<file path="src/rtl/core/hkst_pkg.sv">
`default_nettype none
package hkst_pkg;

    // table geometry
    localparam int unsigned HKST_SLOTS = 256;

    // murmur2-style mixing constants
    localparam logic [31:0] MIX_MUL     = 32'h5bd1_e995;
    localparam int unsigned MIX_SHIFT   = 24;
    localparam logic [31:0] HASH_SEED   = 32'd137173456;
    localparam int unsigned FIN_SHIFT_A = 13;
    localparam int unsigned FIN_SHIFT_B = 15;
    localparam logic [63:0] SEED_PROD   = 64'(HASH_SEED) * 64'(MIX_MUL);
    localparam logic [31:0] SEED_MIX    = SEED_PROD[31:0];

    typedef enum logic [1:0] {
        MODE_FIND   = 2'd0,
        MODE_CREATE = 2'd1,
        MODE_RINSE  = 2'd2,
        MODE_LIST   = 2'd3
    } t_mode;

    typedef enum logic [2:0] {
        ST_FOUND   = 3'd0,
        ST_CREATED = 3'd1,
        ST_ABSENT  = 3'd2,
        ST_FULL    = 3'd3,
        ST_RINSED  = 3'd4,
        ST_LIST    = 3'd5
    } t_status;

    typedef enum logic [2:0] {
        S_IDLE,
        S_HASH,
        S_RD,
        S_CMP,
        S_LIST
    } t_state;

endpackage
`default_nettype wire

</file>
<file path="src/rtl/core/hkst_hash.sv">
`default_nettype none
module hkst_hash #(
    parameter int unsigned TABLE_SLOTS = hkst_pkg::HKST_SLOTS,
    localparam int unsigned SLOT_W = $clog2(TABLE_SLOTS)
) (
    input  wire logic              i_clk,
    input  wire logic              i_rst_n,
    input  wire logic              i_start,
    input  wire logic [31:0]       i_w0,
    input  wire logic [31:0]       i_w1,
    input  wire logic [31:0]       i_w2,
    output logic                   o_done,
    output logic      [SLOT_W-1:0] o_index
);
    import hkst_pkg::*;

    localparam logic [31:0] MODULUS = 32'(TABLE_SLOTS);
    // floor of 2^32 over the table size: quotient estimate is exact or one low
    localparam logic [31:0] RECIP   = 32'((64'd1 << 32) / TABLE_SLOTS);
    localparam logic [2:0] PH_MUL0  = 3'd0;
    localparam logic [2:0] PH_MUL1  = 3'd1;
    localparam logic [2:0] PH_MUL2  = 3'd2;
    localparam logic [2:0] PH_FIN   = 3'd3;
    localparam logic [2:0] PH_QUO   = 3'd4;
    localparam logic [2:0] PH_BACK  = 3'd5;
    localparam logic [2:0] PH_FIX   = 3'd6;

    logic              r_busy, n_busy;
    logic [2:0]        r_phase, n_phase;
    logic [31:0]       r_val, n_val;
    logic [31:0]       r_quo, n_quo;
    logic [SLOT_W-1:0] r_rem, n_rem;
    logic              r_done, n_done;
    logic [31:0]       mul_a;
    logic [31:0]       mul_b;
    logic [31:0]       seed_x;
    logic [63:0]       prod;

    // operands for the shared multiplier in each phase
    always_comb begin
        seed_x = SEED_MIX ^ r_val;
        mul_a  = r_val;
        mul_b  = MIX_MUL;
        case (r_phase)
            PH_MUL0: mul_a = r_val;
            PH_MUL1: mul_a = r_val ^ (r_val >> MIX_SHIFT);
            PH_MUL2: mul_a = seed_x ^ (seed_x >> FIN_SHIFT_A);
            PH_QUO:  mul_b = RECIP;
            PH_BACK: begin
                mul_a = r_quo;
                mul_b = MODULUS;
            end
            default: mul_a = r_val;
        endcase
        prod = 64'(mul_a) * 64'(mul_b);
    end

    // phase sequencer: three mixing products, final fold, then reduction
    always_comb begin
        n_busy  = r_busy;
        n_phase = r_phase;
        n_val   = r_val;
        n_quo   = r_quo;
        n_rem   = r_rem;
        n_done  = 1'b0;
        if (!r_busy) begin
            if (i_start) begin
                n_busy  = 1'b1;
                n_phase = PH_MUL0;
                n_val   = i_w0 ^ i_w1 ^ i_w2;
            end
        end else begin
            n_phase = r_phase + 3'd1;
            case (r_phase)
                PH_MUL0, PH_MUL1, PH_MUL2: begin
                    n_val = prod[31:0];
                end
                PH_FIN: begin
                    n_val = r_val ^ (r_val >> FIN_SHIFT_B);
                end
                PH_QUO: begin
                    n_quo = prod[63:32];
                end
                PH_BACK: begin
                    // remainder before correction, below twice the table size
                    n_val = r_val - prod[31:0];
                end
                PH_FIX: begin
                    n_rem  = (r_val >= MODULUS) ? SLOT_W'(r_val - MODULUS)
                                                : SLOT_W'(r_val);
                    n_busy = 1'b0;
                    n_done = 1'b1;
                end
                default: begin
                    n_busy = 1'b0;
                end
            endcase
        end
    end

    always_ff @(posedge i_clk) begin
        if (!i_rst_n) begin
            r_busy  <= 1'b0;
            r_done  <= 1'b0;
            r_phase <= PH_MUL0;
        end else begin
            r_busy  <= n_busy;
            r_done  <= n_done;
            r_phase <= n_phase;
        end
        r_val <= n_val;
        r_quo <= n_quo;
        r_rem <= n_rem;
    end

    assign o_done  = r_done;
    assign o_index = r_rem;

endmodule
`default_nettype wire

</file>
<file path="config.mk">
export PLATFORM = sky130hd
export DESIGN_NAME = hkst_hash
export DESIGN_NICKNAME = d
export VERILOG_FILES = /design/src/rtl/core/hkst_pkg.sv /design/src/rtl/core/hkst_hash.sv
export SDC_FILE = /design/constraint.sdc
export NUM_CORES = 2
export LEC_CHECK = 0
export BUFFER_PORTS_ARGS = -buffer_cell sky130_fd_sc_hd__buf_2
export CAP_MARGIN = 0
export CORE_ASPECT_RATIO = 0.7
export CORE_UTILIZATION = 38
export DETAILED_ROUTE_END_ITERATION = 10
export SLEW_MARGIN = 20
export SYNTH_ARGS = -nofsm -noshare
export SYNTH_HDL_FRONTEND = slang
export SYNTH_SLANG_ARGS = --single-unit
</file>
<file path="constraint.sdc">
create_clock -name i_clk -period 26.6 [get_ports i_clk]
set_input_delay 1.33 -clock i_clk [delete_from_list [all_inputs] [get_ports i_clk]]
set_output_delay 1.33 -clock i_clk [all_outputs]
set_load 0.1 [all_outputs]
</file>
## Word-level counts from Yosys, hierarchy flattened

Cells that the tools add are included.

- Add/subtract/negate cells: 3
- Multipliers: 1
- Magnitude comparators: 1
- Equality and inequality tests: 7
- Multiplexer cells: 12
- Bitwise gates (word level): 6
- Reduce and logical (&&, ||, !) cells: 8

Operators with widths:

| kind | count |
|---|---|
| 32-bit one-hot mux with 3 select lines | 2 |
| 32-bit by 32-bit multiplier with 64-bit output | 1 |
| 32-bit 2-to-1 mux | 2 |
| 32-bit bitwise XOR | 2 |
| 31-bit one-hot mux with 2 select lines | 1 |
| 32-bit by 9-bit greater-or-equal comparator with 1-bit output, second input constant | 1 |
| 32-bit subtractor | 1 |
| 32-bit by 17-bit bitwise XOR with 32-bit output | 1 |
| 32-bit by 19-bit bitwise XOR with 32-bit output | 1 |
| 32-bit by 8-bit bitwise XOR with 32-bit output | 1 |
| 13-bit inverter | 1 |
| 3-bit == test, second input constant | 3 |
| 8-bit 2-to-1 mux | 1 |
| 2-bit AND reduction | 4 |
| 8-bit by 1-bit subtractor with 8-bit output, second input constant | 1 |
| 3-bit by 2-bit == test with 1-bit output, second input constant | 2 |
| 3-bit 2-to-1 mux | 2 |
| 6-bit OR reduction | 1 |
| 1-bit 2-to-1 mux | 4 |
| 4-bit by 1-bit inequality test with 1-bit output, second input constant | 1 |
| 3-bit by 1-bit adder with 3-bit output, second input constant | 1 |
| 3-bit by 1-bit == test with 1-bit output, second input constant | 1 |
| 3-bit logical NOT | 1 |
| 3-bit OR reduction | 1 |
| 2-bit nonzero test | 1 |

- Bits in registers: 77
- Bits of input ports: 99
- Output and inout bits: 9
- Word-level logic and storage cells: 44

## Longest topological paths before layout

- Depth in word-level cells: 7
- Depth in mapped cells: 45
- Mapped depth without buffers: 44

## Worst setup path before layout

OpenSTA, ideal clock, no wires.

- Path kind: flip-flop to flip-flop
- From: register r_phase[0]
- To: register r_val[27] (data pin)
- Library setup time: 269 ps
- Arrival time: 9,813 ps
- Required time: 26,331 ps
- Slack: 16,517 ps
- Stages on the path, launching flop included: 40
- Buffers on the path: 4
- Period minus slack after synthesis: 10,083 ps
- Cell sequence: dfxtp_1 -> inv_1 -> ha_1 -> clkbuf_1 -> clkbuf_1 -> buf_1 -> nand2_1 -> mux2i_1 -> mux2_2 -> nor2_1 -> ha_1 -> ha_1 -> fa_1 -> fa_1 -> fa_1 -> ha_1 -> fa_1 -> inv_1 -> [4 not listed] -> a21o_1 -> or4_1 -> a211o_1 -> nand2_1 -> xor2_1 -> ha_1 -> and3_1 -> and4_1 -> a221o_1 -> a31o_2 -> a21oi_1 -> o21ai_0 -> and4b_1 -> or2_1 -> maj3_2 -> xor2_1 -> a22oi_1 -> mux2i_1

- Cells in the longest elaborated chain, start to end: 6
- Elaborated cells between the ends (all ways): 13
- Classes of those cells: add/sub (1); mul (1); eq/ne (5); mux (4); reduce/logical (2)

Ends and longest elaborated chain:

| item | RTL line | source |
|---|---|---|
| start: declaration | hkst_hash.sv:29 | `logic [2:0] r_phase, n_phase;` |
| start signal: assignment | hkst_hash.sv:109 | `r_phase <= n_phase;` |
| 3-bit == test, or another cell as far along | hkst_hash.sv:44, hkst_hash.sv:74 |  |
| 32-bit one-hot mux with 3 select lines or 31-bit one-hot mux with 2 select lines (tied branches) | hkst_hash.sv:44 | `case (r_phase)` |
| 32-bit by 32-bit multiplier with 64-bit output | hkst_hash.sv:55 | `prod = 64'(mul_a) * 64'(mul_b);` |
| 32-bit subtractor | hkst_hash.sv:86 | `n_val = r_val - prod[31:0];` |
| 32-bit one-hot mux with 3 select lines (*) | hkst_hash.sv:74 | `case (r_phase)` |
| 32-bit 2-to-1 mux (*) | hkst_hash.sv:66 | `if (!r_busy) begin` |
| named net n_val[27] | hkst_hash.sv:30 | `logic [31:0] r_val, n_val;` |
| end signal: assignment | hkst_hash.sv:111 | `r_val <= n_val;` |
| end: declaration | hkst_hash.sv:30 |  |

Mark *: on every way through the listed nets, which the timed path passes. The rest lies on a longest branch.
A chain may end at the register's enable or synchronous reset.

## Final worst setup path

- From: register r_phase[1]
- To: register r_val[27] (data pin)

Same word-level chain as after synthesis.

==> qor.csv <==
metric,value,unit
status,"finished, final reports clean",
worst hold-check path type,reg -> reg,
"slowest stage delay, CP",0.62,ns
Max Clk Rate,84.7,MHz
average wire per standard cell,23.2,um
most frequent cells in the layout,"inv_1 (668), fa_1 (456), ha_1 (439)",
crit share post-route,0.444,
Cells after Synth,2811,
Final Slew Violations,0,
critical path peak fanout,56,
CP endpoint kind,register,
clock slew at reported path FFs,0.07,ns
routed wire length,87.8,mm
"most common cell after layout, fill and taps aside",inv_1,
"Gates resized, CTS repair",0,
min cycle time layout,11.81,ns
RSZ-0062 raised after global routing,false,
"Distinct cells, synth",85,
kind of critical path,reg -> reg,
WP data arrival,11.92,ns
worst path required time,26.71,ns
Ys Warns,0,
# IOs,108,
Post-route DRC,0,
leading register cell type out of synthesis,edfxtp_1,
Chip Width,318,um
pin count of the biggest net entering global routing,64,
post-synthesis async set-or-reset flop share,0,
"EDFF count, synth",72,
Num CTS Buffers,9,
CORE AREA,0.0686,mm2
clk root buf,clkbuf_16,
clk_lat worst skew,0.38,ns
setup TNS,0,ns
Area growth syn-to-layout,7.23,%
Sink Count,77,
CTS tree,yes,
I/O Buffers,107,
Clock Path Buffers,2,
multi-input logic area,0.0215,mm2
vias in the first global route,19900,
# nets final,3874,
Via-to-Cell Ratio,5.33,
global-route total usage across every layer,0.254,
Final setup viols,0,
Die ar.,0.0709,mm2
post-synthesis register bit count,77,
DRT iter0 DRCs,2249,
total of max-cap violations,0,
initial antenna violation count,1,
sequential share of the synthesized area,0.0853,
First-pass DRT Iterations,5,
Post-Syn Area,0.0265,mm2
skew final,0.0196,ns
Critical Path Start Type,register,
Detail Route Antenna Nets,0,
"Setup Fix Bufs, Post-CTS",0,
Initial Utilization,0.387,
syn_nets,3806,
layout cells sized above 1,0.0718,
H-Tree Depth,3,
Die Y,223,um
GR Overflow Total,0,
slew of the pin with the lowest slew margin,1.06,ns
row count,80,
cts hold-fix bufs,0,
Vias,20200,
Max transition margin,0.290,
fill count,6811,
first-pass GRT wire length,132,mm
FF/Latch Area,0.00226,mm2
syn avg cell area,9.44,um2
"Hold Vio Cnt, Final",0,
GPL Wtd Cong,1.02,
Final HPWL DP,76.8,mm
"most used cell, CP",ha_1,
crit path max-delay cell type,clkinv_1,
[critical path: cells and delay by family, from the launching register on]
kind            cells  cell delay [ns]
flops               1             0.33
fa+ha+maj          12             4.39
simple gates        8             2.38
buf+inv             7             1.41
xor+xnor            2             0.35
mux                 1             0.09
compound gates     11             2.56
[logic make-up after synthesis]
kind of cell	Yosys count	share of synthesized area
fa+ha+maj	902	0.554
xor+xnor	172	0.0568
compound gates	460	0.112
simple gates	427	0.0754
buf+inv	748	0.106
mux	25	0.0103
flops	77	0.0853
[layer usage]
| metal | share of wire | track usage | up-vias |
|---|---|---|---|
| met4 | 0.015 | 0.0407 | 4 |
| met1 | 0.48 | 0.398 | 10000 |
| met5 | 0.00030 | 0 | - |
| li1 | - | - | 9157 |
| met2 | 0.38 | 0.330 | 930 |
| met3 | 0.13 | 0.0886 | 66 |
[registers in the layout, indices dropped and copies added, names as in the netlist]
| signal | cells |
|---|---|
| r_phase | 3 |
| r_quo | 32 |
| r_busy | 1 |
| o_index | 8 |
| r_val | 32 |
| o_done | 1 |
[cells in the mapped netlist (all sizes together), types with 6 or more instances]
master,count,area share
nor2,104,0.015
nand2b,13,0.0031
or3,6,0.0016
o211ai,8,0.0025
o22ai,13,0.0031
inv,668,0.095
nor2b,21,0.0050
a21o,61,0.017
buf,15,0.0023
mux2,15,0.0065
nor3,19,0.0036
or2,12,0.0028
and3,16,0.0038
fa,456,0.34
o21bai,8,0.0023
maj3,6,0.0024
nand4,7,0.0017
clkbuf,63,0.0089
xnor2,101,0.033
a211oi,9,0.0034
a21oi,148,0.028
ha,440,0.21
a311oi,9,0.0030
a22oi,8,0.0023
a31oi,13,0.0031
o21ai,100,0.019
xor2,71,0.023
a221o,9,0.0034
o21a,17,0.0048
nand3,26,0.0049
nand2,160,0.023
edfxtp,72,0.081
mux2i,10,0.0038
a221oi,14,0.0049
and2,21,0.0051
[cell type report]
class	instances	area share
Timing Repair Buffer	135	0.0262
Sequential cell	77	0.0796
Multi-Input combinational cell	1986	0.755
Antenna cell	1	0.0000880
Inverter	670	0.0884
Clock inverter	7	0.00317
Clock buffer	9	0.00792
Tap cell	902	0.0397
[metrics by stage]
stage / cells / area [um2] / worst slack, ns / util / hold slack [ns]
final: 3787 / 28500 / 14.79 / 0.415 / 0.617
after global routing: 3786 / 28400 / 13.98 / 0.415 / 0.655
after CTS: 3786 / 28400 / 15.00 / 0.415 / 0.620
after detailed placement: 3770 / 28100 / 15.04 / 0.410 / 0.608
after global placement: 3770 / 28100 / 15.20 / 0.410 / 0.581
after floorplan: 2811 / 26500 / 16.52 / - / 0.555
[final timing paths]
check / from / end / slack [ns] / cells past startpoint
min: r_phase[0]$_SDFFE_PN0P_ / r_phase[0]$_SDFFE_PN0P_ / 0.62 / 2
max reg2reg: r_phase[1]$_SDFFE_PN0P_ / r_val[27]$_DFFE_PP_ / 14.79 / 41
min reg2reg: r_phase[0]$_SDFFE_PN0P_ / r_phase[0]$_SDFFE_PN0P_ / 0.62 / 2
max: r_phase[1]$_SDFFE_PN0P_ / r_val[27]$_DFFE_PP_ / 14.79 / 41
Power is left out: the tool's default activity adds up to more than one toggle a clock period on the data nets, which glitch-free logic cannot reach.
